`config.mk`:
```
export PLATFORM = sky130hd
export DESIGN_NAME = midi_track_event_parser
export DESIGN_NICKNAME = d
export VERILOG_FILES = /design/src/sv/mtep_pkg.sv /design/src/sv/mtep_front.sv /design/src/sv/mtep_back.sv /design/src/sv/midi_track_event_parser.sv
export SDC_FILE = /design/constraint.sdc
export NUM_CORES = 1
export LEC_CHECK = 0
export BUFFER_PORTS_ARGS = -buffer_cell sky130_fd_sc_hd__buf_2
export CORE_MARGIN = 3
export CORE_UTILIZATION = 55
export CTS_BUF_LIST = sky130_fd_sc_hd__clkbuf_2
export CTS_CLUSTER_DIAMETER = 40
export DETAILED_ROUTE_END_ITERATION = 6
export PLACE_DENSITY_LB_ADDON = 0.25
export SYNTH_ARGS = -nofsm -noshare
export SYNTH_HDL_FRONTEND = slang
export SYNTH_SLANG_ARGS = --single-unit
```
`constraint.sdc`:
```
create_clock -name clock -period 12.3 [get_ports clock]
set_clock_uncertainty 0.05 [all_clocks]
set_input_delay 1.23 -clock clock [delete_from_list [all_inputs] [get_ports clock]]
set_output_delay 1.23 -clock clock [all_outputs]
set_load 0.005 [all_outputs]
```
`src/sv/mtep_pkg.sv`:
```
// types and constants shared by the track event parser modules
package mtep_pkg;

   localparam int QUEUE_DEPTH   = 4;
   localparam int QUEUE_PTR_W   = $clog2(QUEUE_DEPTH);
   localparam int QUEUE_COUNT_W = $clog2(QUEUE_DEPTH + 1);

   localparam int DELTA_W = 28;
   localparam int TEMPO_W = 24;
   localparam int SKIP_W  = 28;

   localparam logic [7:0] STATUS_SYSEX     = 8'hF0;
   localparam logic [7:0] STATUS_SYSEX_END = 8'hF7;
   localparam logic [7:0] STATUS_META      = 8'hFF;
   localparam logic [7:0] META_TEMPO       = 8'h51;
   localparam logic [7:0] META_END         = 8'h2F;
   localparam logic [3:0] VOICE_NOTE_OFF   = 4'h8;
   localparam logic [3:0] VOICE_NOTE_ON    = 4'h9;
   // program change and channel pressure carry one data byte
   localparam logic [2:0] VOICE_ONE_BYTE   = 3'b110;

   typedef enum logic [2:0] {
      CLS_DATA,
      CLS_VOICE,
      CLS_META,
      CLS_SYSEX,
      CLS_SYSTEM
   } byte_class_type;

   typedef enum logic [3:0] {
      PH_DELTA,
      PH_STATUS,
      PH_DATA1,
      PH_DATA2,
      PH_MTYPE,
      PH_LEN,
      PH_BODY
   } parse_phase_type;

   typedef enum logic [2:0] {
      KIND_NOTE_OFF,
      KIND_NOTE_ON,
      KIND_VOICE,
      KIND_TEMPO,
      KIND_END,
      KIND_ERROR
   } event_kind_type;

   typedef struct packed {
      logic [7:0]     data_byte;
      logic           track_start;
      byte_class_type byte_class;
   } queue_entry_type;

endpackage

```
`src/sv/mtep_front.sv`:
```
// input side: takes words, classifies the byte and queues it for the parser
module mtep_front
   import mtep_pkg::*;
(
   input  logic            clock,
   input  logic            reset,
   input  logic            req_valid,
   output logic            req_stall,
   input  logic [7:0]      req_data_byte,
   input  logic            req_track_start,
   output logic            q_valid,
   output queue_entry_type q_entry,
   input  logic            q_pop
);

   queue_entry_type            entry_ff [QUEUE_DEPTH];
   logic [QUEUE_PTR_W-1:0]     wr_ptr_ff;
   logic [QUEUE_PTR_W-1:0]     wr_ptr_in;
   logic [QUEUE_PTR_W-1:0]     rd_ptr_ff;
   logic [QUEUE_PTR_W-1:0]     rd_ptr_in;
   logic [QUEUE_COUNT_W-1:0]   count_ff;
   logic [QUEUE_COUNT_W-1:0]   count_in;
   logic                       push;
   logic                       pop;
   queue_entry_type            new_entry;
   byte_class_type             new_class;

   always_comb begin
      case (req_data_byte) inside
         [8'h00:8'h7F]:                   new_class = CLS_DATA;
         [8'h80:8'hEF]:                   new_class = CLS_VOICE;
         STATUS_META:                     new_class = CLS_META;
         STATUS_SYSEX, STATUS_SYSEX_END:  new_class = CLS_SYSEX;
         default:                         new_class = CLS_SYSTEM;
      endcase
   end

   assign new_entry.data_byte   = req_data_byte;
   assign new_entry.track_start = req_track_start;
   assign new_entry.byte_class  = new_class;

   assign req_stall = (count_ff == QUEUE_COUNT_W'(QUEUE_DEPTH));
   assign q_valid   = (count_ff != '0);
   assign q_entry   = entry_ff[rd_ptr_ff];
   assign push      = req_valid && !req_stall;
   assign pop       = q_pop && q_valid;

   assign wr_ptr_in = push ? wr_ptr_ff + QUEUE_PTR_W'(1) : wr_ptr_ff;
   assign rd_ptr_in = pop ? rd_ptr_ff + QUEUE_PTR_W'(1) : rd_ptr_ff;

   always_comb begin
      case ({push, pop})
         2'b10:   count_in = count_ff + QUEUE_COUNT_W'(1);
         2'b01:   count_in = count_ff - QUEUE_COUNT_W'(1);
         default: count_in = count_ff;
      endcase
   end

   always_ff @(posedge clock) begin
      if (reset) begin
         wr_ptr_ff <= '0;
         rd_ptr_ff <= '0;
         count_ff  <= '0;
      end else begin
         wr_ptr_ff <= wr_ptr_in;
         rd_ptr_ff <= rd_ptr_in;
         count_ff  <= count_in;
      end
   end

   always_ff @(posedge clock) begin
      if (push) begin
         entry_ff[wr_ptr_ff] <= new_entry;
      end
   end

endmodule

```
`src/sv/mtep_back.sv`:
```
// parser side: runs the event state machine on queued bytes, holds the result word
module mtep_back
   import mtep_pkg::*;
#(
   parameter int MAX_VLQ_BYTES = 4
)
(
   input  logic                clock,
   input  logic                reset,
   input  logic                q_valid,
   input  queue_entry_type     q_entry,
   output logic                q_pop,
   output logic                rsp_valid,
   input  logic                rsp_stall,
   output logic [2:0]          rsp_event_kind,
   output logic [3:0]          rsp_channel,
   output logic [6:0]          rsp_key,
   output logic [6:0]          rsp_velocity,
   output logic [DELTA_W-1:0]  rsp_delta_ticks,
   output logic [TEMPO_W-1:0]  rsp_tempo_us
);

   localparam int VLQ_CNT_W = $clog2(MAX_VLQ_BYTES + 1);

   parse_phase_type       phase_ff, phase_in, cur_phase;
   logic [7:0]            rs_ff, rs_in, cur_rs;
   logic [DELTA_W-1:0]    delta_ff, delta_in, cur_delta;
   logic [VLQ_CNT_W-1:0]  cnt_ff, cnt_in, cur_cnt;
   logic [6:0]            first_ff, first_in, cur_first;
   logic [7:0]            mt_ff, mt_in, cur_mt;
   logic [SKIP_W-1:0]     skip_ff, skip_in, cur_skip;
   logic [TEMPO_W-1:0]    tempo_ff, tempo_in, cur_tempo;
   logic                  ended_ff, ended_in, cur_ended;

   logic                  rsp_valid_ff, rsp_valid_in;
   event_kind_type        kind_ff;
   logic [3:0]            channel_ff;
   logic [6:0]            key_ff;
   logic [6:0]            velocity_ff;
   logic [DELTA_W-1:0]    rsp_delta_ff;
   logic [TEMPO_W-1:0]    rsp_tempo_ff;

   logic                  pop;
   logic                  strt;
   logic                  go;
   logic [7:0]            b;
   logic                  cont;
   logic [VLQ_CNT_W-1:0]  cnt_inc;
   logic                  vlq_over;
   logic [SKIP_W-1:0]     skip_shift;
   logic [SKIP_W-1:0]     skip_dec;
   logic                  one_byte;

   logic                  res_fire;
   event_kind_type        res_kind;
   logic [3:0]            res_channel;
   logic [6:0]            res_key;
   logic [6:0]            res_vel;
   logic [DELTA_W-1:0]    res_delta;
   logic [TEMPO_W-1:0]    res_tempo;

   assign pop   = q_valid && (!rsp_valid_ff || !rsp_stall);
   assign q_pop = pop;
   assign strt  = pop && q_entry.track_start;
   assign b     = q_entry.data_byte;
   assign cont  = b[7];

   // a new track clears everything before its first byte is parsed
   assign cur_phase = strt ? PH_DELTA : phase_ff;
   assign cur_rs    = strt ? '0 : rs_ff;
   assign cur_delta = strt ? '0 : delta_ff;
   assign cur_cnt   = strt ? '0 : cnt_ff;
   assign cur_first = strt ? '0 : first_ff;
   assign cur_mt    = strt ? '0 : mt_ff;
   assign cur_skip  = strt ? '0 : skip_ff;
   assign cur_tempo = strt ? '0 : tempo_ff;
   assign cur_ended = strt ? 1'b0 : ended_ff;

   assign go         = pop && !cur_ended;
   assign cnt_inc    = cur_cnt + VLQ_CNT_W'(1);
   assign vlq_over   = (cnt_inc >= VLQ_CNT_W'(MAX_VLQ_BYTES));
   assign skip_shift = {cur_skip[SKIP_W-8:0], b[6:0]};
   assign skip_dec   = (cur_skip != '0) ? cur_skip - SKIP_W'(1) : cur_skip;
   assign one_byte   = (cur_rs[7:5] == VOICE_ONE_BYTE);

   // next state
   always_comb begin
      phase_in = cur_phase;
      if (go) begin
         case (cur_phase)
            PH_DELTA: begin
               phase_in = cont ? PH_DELTA : PH_STATUS;
            end
            PH_STATUS: begin
               case (q_entry.byte_class)
                  CLS_DATA: begin
                     if (cur_rs == '0 || one_byte) begin
                        phase_in = PH_DELTA;
                     end else begin
                        phase_in = PH_DATA2;
                     end
                  end
                  CLS_VOICE: phase_in = PH_DATA1;
                  CLS_META:  phase_in = PH_MTYPE;
                  CLS_SYSEX: phase_in = PH_LEN;
                  default:   phase_in = PH_DELTA;
               endcase
            end
            PH_DATA1: phase_in = one_byte ? PH_DELTA : PH_DATA2;
            PH_DATA2: phase_in = PH_DELTA;
            PH_MTYPE: phase_in = PH_LEN;
            PH_LEN: begin
               if (!cont) begin
                  phase_in = (skip_shift == '0) ? PH_DELTA : PH_BODY;
               end else begin
                  phase_in = vlq_over ? PH_DELTA : PH_LEN;
               end
            end
            PH_BODY: phase_in = (skip_dec == '0) ? PH_DELTA : PH_BODY;
            default: phase_in = PH_DELTA;
         endcase
      end
   end

   // datapath and result
   always_comb begin
      rs_in       = cur_rs;
      delta_in    = cur_delta;
      cnt_in      = cur_cnt;
      first_in    = cur_first;
      mt_in       = cur_mt;
      skip_in     = cur_skip;
      tempo_in    = cur_tempo;
      ended_in    = cur_ended;
      res_fire    = 1'b0;
      res_kind    = KIND_ERROR;
      res_channel = '0;
      res_key     = '0;
      res_vel     = '0;
      res_delta   = '0;
      res_tempo   = '0;
      if (go) begin
         case (cur_phase)
            PH_DELTA: begin
               delta_in = {cur_delta[DELTA_W-8:0], b[6:0]};
               cnt_in   = cnt_inc;
               if (!cont) begin
                  cnt_in = '0;
               end else if (vlq_over) begin
                  res_fire = 1'b1;
               end
            end
            PH_STATUS: begin
               case (q_entry.byte_class)
                  CLS_DATA: begin
                     if (cur_rs == '0) begin
                        res_fire = 1'b1;
                     end else begin
                        first_in = b[6:0];
                        if (one_byte) begin
                           res_fire = 1'b1;
                           res_kind = KIND_VOICE;
                        end
                     end
                  end
                  CLS_VOICE: rs_in = b;
                  CLS_META:  rs_in = '0;
                  CLS_SYSEX: begin
                     rs_in   = '0;
                     mt_in   = b;
                     skip_in = '0;
                     cnt_in  = '0;
                  end
                  default: res_fire = 1'b1;
               endcase
            end
            PH_DATA1: begin
               first_in = b[6:0];
               if (one_byte) begin
                  res_fire = 1'b1;
                  res_kind = KIND_VOICE;
               end
            end
            PH_DATA2: begin
               res_fire = 1'b1;
               res_vel  = b[6:0];
               if (cur_rs[7:4] == VOICE_NOTE_OFF) begin
                  res_kind = KIND_NOTE_OFF;
               end else if (cur_rs[7:4] == VOICE_NOTE_ON) begin
                  res_kind = (b[6:0] == '0) ? KIND_NOTE_OFF : KIND_NOTE_ON;
               end else begin
                  res_kind = KIND_VOICE;
               end
            end
            PH_MTYPE: begin
               mt_in    = b;
               skip_in  = '0;
               cnt_in   = '0;
               tempo_in = '0;
            end
            PH_LEN: begin
               skip_in = skip_shift;
               cnt_in  = cnt_inc;
               if (!cont) begin
                  cnt_in = '0;
               end else if (vlq_over) begin
                  res_fire = 1'b1;
               end
            end
            PH_BODY: begin
               if (cur_mt == META_TEMPO) begin
                  tempo_in = {cur_tempo[TEMPO_W-9:0], b};
               end
               skip_in = skip_dec;
            end
            default: ;
         endcase

         // end of a meta or sysex body
         if ((cur_phase == PH_LEN && !cont && skip_shift == '0) ||
             (cur_phase == PH_BODY && skip_dec == '0)) begin
            if (cur_mt == META_TEMPO) begin
               res_fire  = 1'b1;
               res_kind  = KIND_TEMPO;
               res_tempo = tempo_in;
            end else if (cur_mt == META_END) begin
               res_fire = 1'b1;
               res_kind = KIND_END;
               ended_in = 1'b1;
            end else begin
               delta_in = '0;
               cnt_in   = '0;
            end
         end

         if (res_fire) begin
            if (res_kind != KIND_ERROR) begin
               res_delta = cur_delta;
            end
            if (res_kind == KIND_NOTE_OFF || res_kind == KIND_NOTE_ON ||
                res_kind == KIND_VOICE) begin
               res_channel = cur_rs[3:0];
               res_key     = first_in;
            end
            delta_in = '0;
            cnt_in   = '0;
         end
      end
   end

   assign rsp_valid_in = (pop && res_fire) || (rsp_valid_ff && rsp_stall);

   always_ff @(posedge clock) begin
      if (reset) begin
         phase_ff     <= PH_DELTA;
         rs_ff        <= '0;
         delta_ff     <= '0;
         cnt_ff       <= '0;
         first_ff     <= '0;
         mt_ff        <= '0;
         skip_ff      <= '0;
         tempo_ff     <= '0;
         ended_ff     <= 1'b0;
         rsp_valid_ff <= 1'b0;
      end else begin
         if (pop) begin
            phase_ff <= phase_in;
            rs_ff    <= rs_in;
            delta_ff <= delta_in;
            cnt_ff   <= cnt_in;
            first_ff <= first_in;
            mt_ff    <= mt_in;
            skip_ff  <= skip_in;
            tempo_ff <= tempo_in;
            ended_ff <= ended_in;
         end
         rsp_valid_ff <= rsp_valid_in;
      end
   end

   always_ff @(posedge clock) begin
      if (pop && res_fire) begin
         kind_ff      <= res_kind;
         channel_ff   <= res_channel;
         key_ff       <= res_key;
         velocity_ff  <= res_vel;
         rsp_delta_ff <= res_delta;
         rsp_tempo_ff <= res_tempo;
      end
   end

   assign rsp_valid       = rsp_valid_ff;
   assign rsp_event_kind  = kind_ff;
   assign rsp_channel     = channel_ff;
   assign rsp_key         = key_ff;
   assign rsp_velocity    = velocity_ff;
   assign rsp_delta_ticks = rsp_delta_ff;
   assign rsp_tempo_us    = rsp_tempo_ff;

`ifndef SYNTHESIS
   a_end_sets_ended: assert property (@(posedge clock) disable iff (reset)
      (pop && res_fire && res_kind == KIND_END) |=> ended_ff)
      else $error("end of track did not mark the track ended");

   a_ended_holds: assert property (@(posedge clock) disable iff (reset)
      (ended_ff && pop && !q_entry.track_start) |=> (phase_ff == $past(phase_ff)))
      else $error("parser state moved after end of track");

   a_vlq_bound: assert property (@(posedge clock) disable iff (reset)
      cnt_ff < VLQ_CNT_W'(MAX_VLQ_BYTES))
      else $error("length byte count passed its limit");

   a_body_nonempty: assert property (@(posedge clock) disable iff (reset)
      (phase_ff == PH_BODY) |-> (skip_ff != '0))
      else $error("body phase with nothing left to skip");
`endif

endmodule

```
`src/sv/midi_track_event_parser.sv`:
```
// Track event parser for standard MIDI file track data, one byte per input word. It decodes
// delta times, running status, note on/off (velocity zero counts as note off), other voice
// messages, and skips sysex and meta bodies by their length, reporting set-tempo and
// end-of-track; bytes after end-of-track are dropped until a word flagged track_start.
// Sustained rate is one byte per cycle while the output is not stalled: each byte is one
// pass of the combinational parser step, and a four-word queue sits between the input and
// the parser. The byte completing an event is written into the queue, popped into the
// parser step, and its result is registered in the result word. While a result word waits
// on rsp_stall the parser holds, the queue fills and req_stall rises. A delta or length of
// MAX_VLQ_BYTES bytes all with bit 7 set gives an error word.
module midi_track_event_parser
   import mtep_pkg::*;
#(
   parameter int MAX_VLQ_BYTES = 4
)
(
   input  logic                clock,
   input  logic                reset,
   input  logic                req_valid,
   output logic                req_stall,
   input  logic [7:0]          req_data_byte,
   input  logic                req_track_start,
   output logic                rsp_valid,
   input  logic                rsp_stall,
   output logic [2:0]          rsp_event_kind,
   output logic [3:0]          rsp_channel,
   output logic [6:0]          rsp_key,
   output logic [6:0]          rsp_velocity,
   output logic [DELTA_W-1:0]  rsp_delta_ticks,
   output logic [TEMPO_W-1:0]  rsp_tempo_us
);

   logic            q_valid;
   logic            q_pop;
   queue_entry_type q_entry;

   mtep_front u_front (
      .clock           (clock),
      .reset           (reset),
      .req_valid       (req_valid),
      .req_stall       (req_stall),
      .req_data_byte   (req_data_byte),
      .req_track_start (req_track_start),
      .q_valid         (q_valid),
      .q_entry         (q_entry),
      .q_pop           (q_pop)
   );

   mtep_back #(
      .MAX_VLQ_BYTES (MAX_VLQ_BYTES)
   ) u_back (
      .clock           (clock),
      .reset           (reset),
      .q_valid         (q_valid),
      .q_entry         (q_entry),
      .q_pop           (q_pop),
      .rsp_valid       (rsp_valid),
      .rsp_stall       (rsp_stall),
      .rsp_event_kind  (rsp_event_kind),
      .rsp_channel     (rsp_channel),
      .rsp_key         (rsp_key),
      .rsp_velocity    (rsp_velocity),
      .rsp_delta_ticks (rsp_delta_ticks),
      .rsp_tempo_us    (rsp_tempo_us)
   );

endmodule
```
======== After elaboration in Yosys (flattened, before gate mapping) ========
Memories as Yosys holds them, arrays and structs flattened. A register that Yosys moved wholly into a read port is not among the register bits.
Cells that the tools add are included.
W data, S select, Z words.
storage, ports and cells
  flip-flop bits (word level) ............. 192
  memory bits (writable) .................. 48
  input bits .............................. 13
  output and inout port bits .............. 75
  logic and storage cells ................. 180
  memories kept ........................... 1
cells by class
  add/sub/neg operators ................... 6
  order comparisons ....................... 5
  eq/ne operators ......................... 23
  mux-type cells .......................... 85
  reductions and logical operators ........ 41
memory list
  memory            depth  bits a word  rd ports  clocked after Yosys merged registers in  write ports  RTL line          source
  u_front.entry_ff  4      12           1         1                                        1            mtep_front.sv:16  queue_entry_type entry_ff [QUEUE_DEPTH];
operators with widths
  cell                     count
  $mux W28                 11
  $pmux W28 S4             1
  $mux W24                 3
  $mux W3                  24
  $logic_not A28 Y1        2
  $mux W8                  6
  $pmux W24 S2             1
  $pmux W8 S2              2
  $mux W7                  4
  $reduce_bool A28 Y1      1
  $sub A28 B1 Y28 const B  1
  $eq A8 B8 Y1 const B     3
  $pmux W4 S6              1
  $mux W1                  18
  $pmux W3 S3              2
  $pmux W7 S2              1
  $eq A4 B3 Y1 const B     3
  $logic_and A1 B1 Y1      12
  $mux W4                  3
  $pmux W3 S4              1
  $eq A3 B2 Y1 const B     3
  $reduce_and A3 Y1        3
  $eq A4 B2 Y1 const B     2
  $eq A4 B4 Y1 const B     2
  other kinds (31)         50

======== Longest topological paths before layout ========
Gate-level depths: netlist (run 1).
  depth after elaboration ................. 18
  depth in mapped cells ................... 22
  gate-level depth less buffers ........... 13

======== By module ========
A second synthesis (run 1) with hierarchy kept.
second synthesis, totals
  cells, all modules ...................... 1095
  area, all modules ....................... 11284.6 um^2
by module, submodules not included
  module      times used  cells each  area an instance (um^2)  sequential area each (um^2)
  mtep_back   1           973         9039.9                   4434.3
  mtep_front  1           122         2244.7                   1621.6

======== Worst setup path after synthesis (run 1) ========
OpenSTA, ideal clock, no wires.
  path type ............................... input-to-reg
  start ................................... input rsp_stall
  end ..................................... register u_back.channel_ff[0], in the netlist u_back.rsp_channel[0], enable pin
  setup time .............................. 433 ps
  data arrival time ....................... 6753 ps
  required time ........................... 11817 ps
  slack ................................... 5064 ps
  stages .................................. 19
  buffers on the path ..................... 6
  path through ............................ nand2_1 nand3_1 buf_2 buf_2 buf_2 clkbuf_1 clkbuf_1 buf_1 nand2_1 ha_1 nor4b_1 nand4_1 o21ai_1 or4_1 a32o_1 or4_1 nor4_1 o211ai_1 nand2_1
between the ends
  cells in the longest elaborated chain, start to end .. 16
  elaborated cells between the ends (all ways) .. 46
  classes of those cells .................. 2 x add/sub; 1 x order compare; 8 x eq/ne; 18 x mux; 17 x reduce/logical
ends and longest elaborated chain
  item                                                  RTL line                                              source
  from (decl)                                           midi_track_event_parser.sv:24                         input logic rsp_stall,
  $logic_not A1 Y1 *                                    mtep_back.sv:62                                       assign pop = q_valid && (!rsp_valid_ff || !rsp_stall);
  $logic_or A1 B1 Y1 *                                  mtep_back.sv:62
  $logic_and A1 B1 Y1 *                                 mtep_back.sv:62
  $logic_and A1 B1 Y1                                   mtep_back.sv:64                                       assign strt = pop && q_entry.track_start;
  $mux W3 / $mux W8 (equally long branches)             mtep_back.sv:72, mtep_back.sv:70
  $add A3 B1 Y3 / $eq A3 B3 Y1 (equally long branches)  mtep_back.sv:80, mtep_back.sv:84
  $ge A3 B3 Y1 / $mux W1 (equally long branches)        mtep_back.sv:81, mtep_back.sv:160, mtep_back.sv:179
  $mux W1, on equally long branches                     mtep_back.sv:149, mtep_back.sv:206, mtep_back.sv:156
  $mux W1 / $pmux W1 S2 (equally long branches)         mtep_back.sv:147, mtep_back.sv:154
  $pmux W1 S4                                           mtep_back.sv:143                                      case (cur_phase)
  $mux W1                                               mtep_back.sv:226                                      end else if (cur_mt == META_END) begin
  $mux W1                                               mtep_back.sv:222                                      if (cur_mt == META_TEMPO) begin
  $mux W1                                               mtep_back.sv:220                                      if ((cur_phase == PH_LEN && !cont && skip_shift == '0) ||
  $mux W1 (2 in a row)                                  mtep_back.sv:142                                      if (go) begin
  $logic_and A1 B1 Y1 *                                 mtep_back.sv:282                                      if (pop && res_fire) begin
  to (signal assigned)                                  mtep_back.sv:284                                      channel_ff <= res_channel;
  to (decl)                                             mtep_back.sv:37                                       logic [3:0] channel_ff;
Every way passes the cells marked *; elsewhere a longest branch is shown, timed or not. The select of a mux whose other input is x is not followed.
A chain may end at the register's enable or synchronous reset.

==> reports/qor.csv, run 1 <==
metric,value,unit
seqCellArea,6060,sq um
fmax,0.151,GHz
tightest_slew,1260,ps
synth_cell_types,75,
max_cap_viol_count,0,
fin_crit,6610,ps
grt_start_max_net_pins,76,
cts_tree,built,
die_w,148,microns
synth_edf_count,121,
grt_pass1_wl,44.9,mm
cts.reportedPaths.clkPinSlew,100,ps
totalWireLength,28.5,mm
vias,9129,
grt-ovfl-total,0,
slew_headroom,15.4,%
dp_hpwl,18.2,mm
drt-initial-drc-count,1074,
clockBufferDepth,3,
drive_gt1_share,18.5,%
arrival,7040,ps
failed_checks,design-rule violations,
wire_per_inst,19.3,microns
pin_count,88,
power.share.clock,24.6,%
tns,0,ps
rsz0062_at_grt,false,
syn_area,11200,sq um
rr_endpoint,u_back.rsp_tempo_us[20]$_SDFFCE_PN0P_,
worstSetupPathType,flop to flop,
powerDensity,180,nW/um^2
p_sw,870,uW
core_area,19700,sq um
setup_viol,0,
power_frac_seq,44.9,%
final_cell_mix,"nor2_1 (173), dfxtp_1 (121), edfxtp_1 (121)",
die_area,22000,sq um
status,"complete, but fails checks",
worstHoldPathType,flop to flop,
grt_pass1_vias,8321,
htree_levels,2,
gp_congestion,0.992,
synth_nets,1097,
placedCellCount,1360,
ir_drop,0.110,mV
clock_insertion_delay_worst_skew,900,ps
syn-instance-count,1075,
hold_depth,1,
power_frac_comb,30.5,%
rows,51,
ff2ff_path_depth,13,
period_share,53.7,%
final_common_cell,nor2_1,
synth_seq_area_share,54.3,%
fillers,1708,
power.leakage,4.48,nW
hold_violations,0,
grt_usage,25.4,%
nets,1179,
cts-resized-gates,0,
min_to,u_back.delta_ff[21]$_SDFFE_PP0P_,
cp-end-kind,flop,
rrSetupSlack,5690,ps
dr.pass1.iters,7,
synth-seq-cells,242,
cts_setup_buffers,0,
p_int,1.33,mW
hp-start,u_back.delta_ff[21]$_SDFFE_PP0P_,
ys_async_sr_fraction,0,%
cts_inserted_buffers,60,
avgSynthCellArea,10.4,sq um
synthToLayoutAreaGrowth,9.94,%
cts_root_buf,clkbuf_2,
antenna_left,0,
drc_errors,1,
drv_slew,0,
die_h,148,microns
final_cell_count_no_fill,1475,
clock-sinks,242,
fin_hold_ws,429,ps
cts_hold_buf,0,
start_kind,flop,
io_buffers,87,
antenna_found_initial,1,
initial_core_util,56.6,%
synth_ff_type,edfxtp_1,
cp_data_required_time,12720,ps
worstPathMaxFanout,73,
yosys_warnings,0,
swShare,39.5,%
multi_input_area,4700,sq um
viasPerCell,6.19,
## metal layers
metal / part of all wire, % / wire length [microns] / global-route usage, %
met2: 45 / 12900 / 37.8
met1: 44 / 12500 / 37.1
met3: 9.1 / 2590 / 5.76
met5: 0 / 0 / 0
met4: 2.0 / 577 / 8.22
## sequential cells by signal, summed over array words and instances (netlist names), 8 cells and up, named ones only
register / count
u_back.delta_ff: 28
u_back.mt_ff: 8
u_back.rs_ff: 8
u_back.rsp_delta_ticks: 28
u_back.rsp_tempo_us: 24
u_back.skip_ff: 28
u_back.tempo_ff: 24
u_front.entry_ff: 48
## cell families (layout without fill, tap and decap cells)
group | count (synthesis) | count (layout) | synth area share, %
flops | 242 | 242 | 54.3
simple gates | 410 | 410 | 18.5
mux | 15 | 15 | 2.69
fa+ha+maj | 9 | 9 | 1.08
xor+xnor | 12 | 12 | 0.942
other cells | 0 | 1 | 0
buf+inv | 101 | 235 | 3.82
compound gates | 286 | 286 | 18.7
## per-stage QoR
step           power [mW]  setup slack [ps]  util [%]  instance area (sq um)
4_1_cts              2.21              5790      62.2                  12300
5_1_grt              2.33              5270      62.2                  12300
3_5_place_dp         1.67              5700      59.3                  11700
3_3_place_gp         1.66              5940      59.3                  11700
2_1_floorplan        1.46              5060         -                  11200
6_report             2.20              5690      62.2                  12300
## power by group through the flow
stage                     Clock (mW)  Sequential (mW)  Combinational [mW]
after floorplan                    0            0.988               0.475
after global placement             0             1.01               0.652
after detailed placement           0             1.01               0.657
after CTS                      0.557            0.991               0.660
after global routing           0.603             1.00               0.725
final                          0.542            0.990               0.671
## critical path, stage by stage (launching register included)
cell and delay (ps):
dfxtp_1 830, mux4_2 570, nand3_2 200, nand2_1 220, ha_1 350, nor4b_1 280
nand4_1 210, o21ai_1 870, nor2_1 320, a32o_1 340, or4_1 520, nor4_1 460
o211ai_1 240, nand2_4 710
## worst max path at each step
| stage | from | to | slack [ps] | depth (start not counted) |
|---|---|---|---|---|
| 6_report | flop | u_back.rsp_tempo_us[20]$_SDFFCE_PN0P_ | 5690 | 13 |
| 3_5_place_dp | rsp_stall | u_back.rsp_event_kind[2]$_SDFFCE_PN1P_ | 5700 | 14 |
| 3_3_place_gp | rsp_stall | u_back.rsp_tempo_us[16]$_SDFFCE_PN0P_ | 5940 | 14 |
| 2_1_floorplan | rsp_stall | u_back.rsp_channel[0]$_SDFFCE_PN0P_ | 5060 | 19 |
| 5_1_grt | flop | u_back.rsp_tempo_us[5]$_SDFFCE_PN0P_ | 5270 | 13 |
| 4_1_cts | flop | u_back.rsp_tempo_us[12]$_SDFFCE_PN0P_ | 5790 | 13 |
## area by class of cell
type / instances / share of cell area [%]
antenna: 1 / 0.0204
tap: 265 / 2.70
clock buffer: 86 / 3.51
multi-input combinational: 732 / 38.3
clock inverter: 28 / 1.20
timing repair buffer: 96 / 4.10
inverter: 25 / 0.765
sequential: 242 / 49.4
## synthesized netlist by cell type, drive strengths merged, types with 3 or more instances
| cell type | number | area, sq um |
|---|---|---|
| a211oi | 10 | 75.1 |
| a21o | 6 | 45.0 |
| a21oi | 32 | 171 |
| a22o | 39 | 342 |
| a22oi | 96 | 721 |
| a311oi | 3 | 26.3 |
| a31oi | 8 | 50.1 |
| a32o | 3 | 30.0 |
| a32oi | 5 | 43.8 |
| and2 | 37 | 231 |
| and3 | 13 | 86.3 |
| and4 | 5 | 43.8 |
| buf | 21 | 124 |
| clkbuf | 55 | 209 |
| dfxtp | 121 | 2420 |
| edfxtp | 121 | 3630 |
| ha | 8 | 100 |
| inv | 25 | 93.8 |
| mux2i | 3 | 30.0 |
| mux4 | 12 | 270 |
| nand2 | 66 | 248 |
| nand2b | 4 | 25.0 |
| nand3 | 15 | 75.1 |
| nand4 | 14 | 100 |
| nor2 | 174 | 661 |
| nor2b | 3 | 18.8 |
| nor3 | 22 | 125 |
| nor4 | 16 | 136 |
| nor4b | 4 | 41.3 |
| o211ai | 5 | 37.5 |
| o21a | 4 | 30.0 |
| o21ai | 36 | 180 |
| o22ai | 7 | 43.8 |
| o311ai | 4 | 35.0 |
| o31a | 4 | 35.0 |
| o31ai | 5 | 37.5 |
| o32ai | 4 | 35.0 |
| or3 | 13 | 81.3 |
| or4 | 16 | 124 |
| xnor2 | 5 | 43.8 |
| xor2 | 7 | 61.3 |
No activity file was read; power rests on OpenSTA's default activity.
==> inputs of run 2 (changes only) <==
--- a/config.mk
+++ b/config.mk
@@ -5,6 +5,7 @@
 export SDC_FILE = /design/constraint.sdc
 export NUM_CORES = 1
 export LEC_CHECK = 0
+export ABC_AREA = 1
 export BUFFER_PORTS_ARGS = -buffer_cell sky130_fd_sc_hd__buf_2
 export CORE_MARGIN = 3
 export CORE_UTILIZATION = 55
==> constraint.sdc (replaced) <==
create_clock -name clock -period 5.97 [get_ports clock]
set_clock_uncertainty 0.05 [all_clocks]
set_input_delay 0.597 -clock clock [delete_from_list [all_inputs] [get_ports clock]]
set_output_delay 0.597 -clock clock [all_outputs]
set_load 0.005 [all_outputs]
==> reports/qor.csv, run 2 <==
metric,value,unit,change
status,"complete, no violations",,"was complete, but fails checks"
synth_area_leader_cell,edfxtp_1,,unchanged
top_register,u_front.entry_ff,,unchanged
die_area,23900,sq um,"was 22,000 sq um"
fmax,0.200,GHz,was 0.151 GHz
drc_errors,0,,was 1
ff2ff_path_depth,21,,was 13
hold_violations,0,,unchanged
cp-end-kind,flop,,unchanged
fin_crit,4990,ps,was 6610 ps
dr.pass1.iters,5,,was 7
cts_setup_buffers,0,,unchanged
critPathCapture,u_back.rsp_delta_ticks[0]$_SDFFCE_PN0P_,,was u_back.rsp_tempo_us[20]$_SDFFCE_PN0P_
final_cell_count_no_fill,1977,,"was 1,475"
arrival,5630,ps,was 7040 ps
final_cell_mix,"nand2_1 (434), a21oi_1 (167), nor2_1 (152)",,"was nor2_1 (173), dfxtp_1 (121), edfxtp_1 (121)"
dp_hpwl,20.0,mm,was 18.2 mm
nets,1673,,"was 1,179"
gp_congestion,0.956,,was 0.992
cts_tree,built,,unchanged
syn-instance-count,1557,,"was 1,075"
viasPerCell,5.60,,was 6.19
tightest_slew,1160,ps,was 1260 ps
worstHoldPathType,primary input to flop,,was flop to flop
placedCellCount,1856,,"was 1,360"
fin_area,13400,sq um,"was 12,300 sq um"
io_buffers,87,,unchanged
period_share,83.6,%,was 53.7%
synth_seq_area_share,50.0,%,was 54.3%
power_frac_seq,30.7,%,was 44.9%
power.share.clock,15.9,%,was 24.6%
p_int,3.52,mW,was 1.33 mW
power_frac_comb,53.4,%,was 30.5%
wire_per_inst,15.7,microns,was 19.3 microns
highest_layer,met4,,unchanged
cts-resized-gates,0,,unchanged
synth_nets,1579,,"was 1,097"
clockBufferDepth,3,,unchanged
totalWireLength,31.1,mm,was 28.5 mm
die_h,154,microns,was 148 microns
final_common_cell,nand2_1,,was nor2_1
drt-initial-drc-count,926,,"was 1,074"
avgSynthCellArea,7.79,sq um,was 10.4 sq um
ir_drop,0.339,mV,was 0.110 mV
wl_met2,14.5,mm,was 12.9 mm
p_sw,3.53,mW,was 870 uW
grt_usage,25.6,%,was 25.4%
worstSetupPathType,flop to flop,,unchanged
ys_async_sr_fraction,0,%,unchanged
synth.most_common_cell,nand2_1,,was nor2_1
syn_area,12100,sq um,"was 11,200 sq um"
hold_depth,3,,was 1
met3RoutedLength,2.21,mm,was 2.59 mm
die_w,154,microns,was 148 microns
tns,0,ps,unchanged
synth_commonest_cells,"nand2_1 (435), a21oi_1 (167), nor2_1 (153)",,"was nor2_1 (173), dfxtp_1 (121), edfxtp_1 (121)"
rsz0062_at_grt,false,,unchanged
synthToLayoutAreaGrowth,10.3,%,was 9.94%
synth_cell_types,45,,was 75
worstPathMaxFanout,49,,was 73
clock_insertion_delay_worst_skew,860,ps,was 900 ps
power,7.05,mW,was 2.20 mW
setup_viol,0,,unchanged
cts_root_buf,clkbuf_2,,unchanged
synth_ff_type,edfxtp_1,,unchanged
fin_util,62.6,%,was 62.2%
drv_slew,0,,unchanged
power.leakage,5.55,nW,was 4.48 nW
yosysTopAreaCellShare,30.0,%,was 32.6%
rrSetupSlack,980,ps,was 5690 ps
start_kind,flop,,unchanged
rows,53,,was 51
max_cap_viol_count,0,,unchanged
vias,11100,,"was 9,129"
slew_headroom,22.5,%,was 15.4%
pin_count,88,,unchanged
drive_gt1_share,15.5,%,was 18.5%
antenna_left,0,,unchanged
grt-ovfl-total,0,,unchanged
wl_met1,13.5,mm,was 12.5 mm
powerDensity,527,nW/um^2,was 180 nW/um^2
synth_edf_count,121,,unchanged
core_area,21400,sq um,"was 19,700 sq um"
yosys_warnings,0,,unchanged
ys_top_cells_by_area,"edfxtp_1 (30%), dfxtp_1 (20%), nand2_1 (13%), a21oi_1 (6.9%), nor2_1 (4.7%)",,"was edfxtp_1 (33%), dfxtp_1 (22%), a22oi_1 (6.5%), nor2_1 (5.8%), a22o_1 (3.1%)"
initial_core_util,56.8,%,was 56.6%
htree_levels,2,,unchanged
cts_inserted_buffers,59,,was 60
grt_start_max_net_pins,94,,was 76
rr_endpoint,u_back.rsp_delta_ticks[0]$_SDFFCE_PN0P_,,was u_back.rsp_tempo_us[20]$_SDFFCE_PN0P_
antenna_found_initial,1,,unchanged
grt_pass1_vias,10400,,"was 8,321"
clock-sinks,242,,unchanged
synth-seq-cells,242,,unchanged
swShare,50.1,%,was 39.5%
largest_reg_flops,48,,unchanged
grt_pass1_wl,50.9,mm,was 44.9 mm
cts.reportedPaths.clkPinSlew,100,ps,about the same
post_dp_cell_area,12700,sq um,"was 11,700 sq um"
cp_data_required_time,6610,ps,"was 12,720 ps"
-- run 2: changes by cell type in the layout (fill, tap and decap cells not counted), moves of 13 or more --
cell     previous run  this run
nand2_1            65       434
nand3_1            14        62
or3_1              13         0
and2_1             37         0
nor2_1            173       152
o21ai_0            27        69
nor2_2              0        27
o22ai_1             7        44
a22oi_1            96         0
or4_1              15         0
a21oi_1            31       167
inv_1              25       140
a22o_1             39         0
-- run 2: per-stage QoR --
| stage | hold slack [ps] | setup WS, ps |
|---|---|---|
| 2_1_floorplan | 386 | 988 |
| 3_3_place_gp | 402 | 1190 |
| 3_5_place_dp | 405 | 1050 |
| 4_1_cts | 68.3 | 995 |
| 5_1_grt | 39.3 | 416 |
| 6_report | 124 | 979 |
-- run 2: routing by layer --
layer / up-vias / GRT usage [%]
met4: 0 / 10.6
met5: - / 0
met1: 5119 / 34.4
li1: 5462 / -
met3: 77 / 4.36
met2: 412 / 41.3
-- run 2: worst min-delay path by stage --
| stage | start | to |
|---|---|---|
| after global placement | u_back.tempo_ff[8]$_SDFFE_PP0P_ | u_back.tempo_ff[8]$_SDFFE_PP0P_ |
| after floorplan | u_front.rd_ptr_ff[1]$_SDFFE_PP0P_ | flop |
| final | rsp_stall | u_back.rsp_valid$_SDFF_PP0_ |
| after global routing | rsp_stall | u_back.rsp_valid$_SDFF_PP0_ |
| after CTS | rsp_stall | u_back.rsp_valid$_SDFF_PP0_ |
| after detailed placement | u_back.tempo_ff[5]$_SDFFE_PP0P_ | u_back.tempo_ff[5]$_SDFFE_PP0P_ |
-- run 2: layout make-up --
type                    instances  area (sq um)
inverters                     147           552
clock inverters                20           113
diodes                          1          2.50
clock buffers                  91           455
repair buffers                115           681
fillers                      1902          7990
flip-flops and latches        242          6060
multi-input cells            1086          5160
well taps                     275           344
-- run 2: cells by family after synthesis --
family / count (synthesis) / synth area share, %
AO/OA/AOI/OAI: 347 / 16.4
XOR/XNOR: 4 / 0.289
adder cells (fa/ha/maj): 9 / 0.991
buffers and inverters: 229 / 7.63
flip-flops: 242 / 50.0
AND/OR/NAND/NOR: 726 / 24.8
-- run 2: power groups by stage --
| stage | Clock, mW | Combinational [mW] | Sequential [mW] |
|---|---|---|---|
| after floorplan | 0 | 2.85 | 2.15 |
| after global placement | 0 | 3.62 | 2.19 |
| after detailed placement | 0 | 3.66 | 2.19 |
| after CTS | 1.15 | 3.69 | 2.16 |
| after global routing | 1.23 | 4.19 | 2.19 |
| final | 1.12 | 3.76 | 2.16 |
-- run 2: what timing repair did --
action                                 4_1_cts  5_1_grt
hold buffers                                 9        0
setup endpoints to repair                    0        0
endpoints found under the hold margin       36        0
-- run 2: worst max-delay path, stage by stage (launching register included) --
cell	delay [ps]
dfxtp_1	870
inv_2	360
nand2_1	130
nand3_1	130
nand3_4	300
buf_4	500
o21ai_2	140
nand2_1	220
nor2_4	110
nand3_1	80
nand2_1	60
nand2_1	90
nand2_1	60
nor2_1	150
nand2_1	80
nor2_1	150
nand3_1	160
nand2_2	150
nand2_2	330
nand3_2	240
nand2_4	250
nor2_1	200
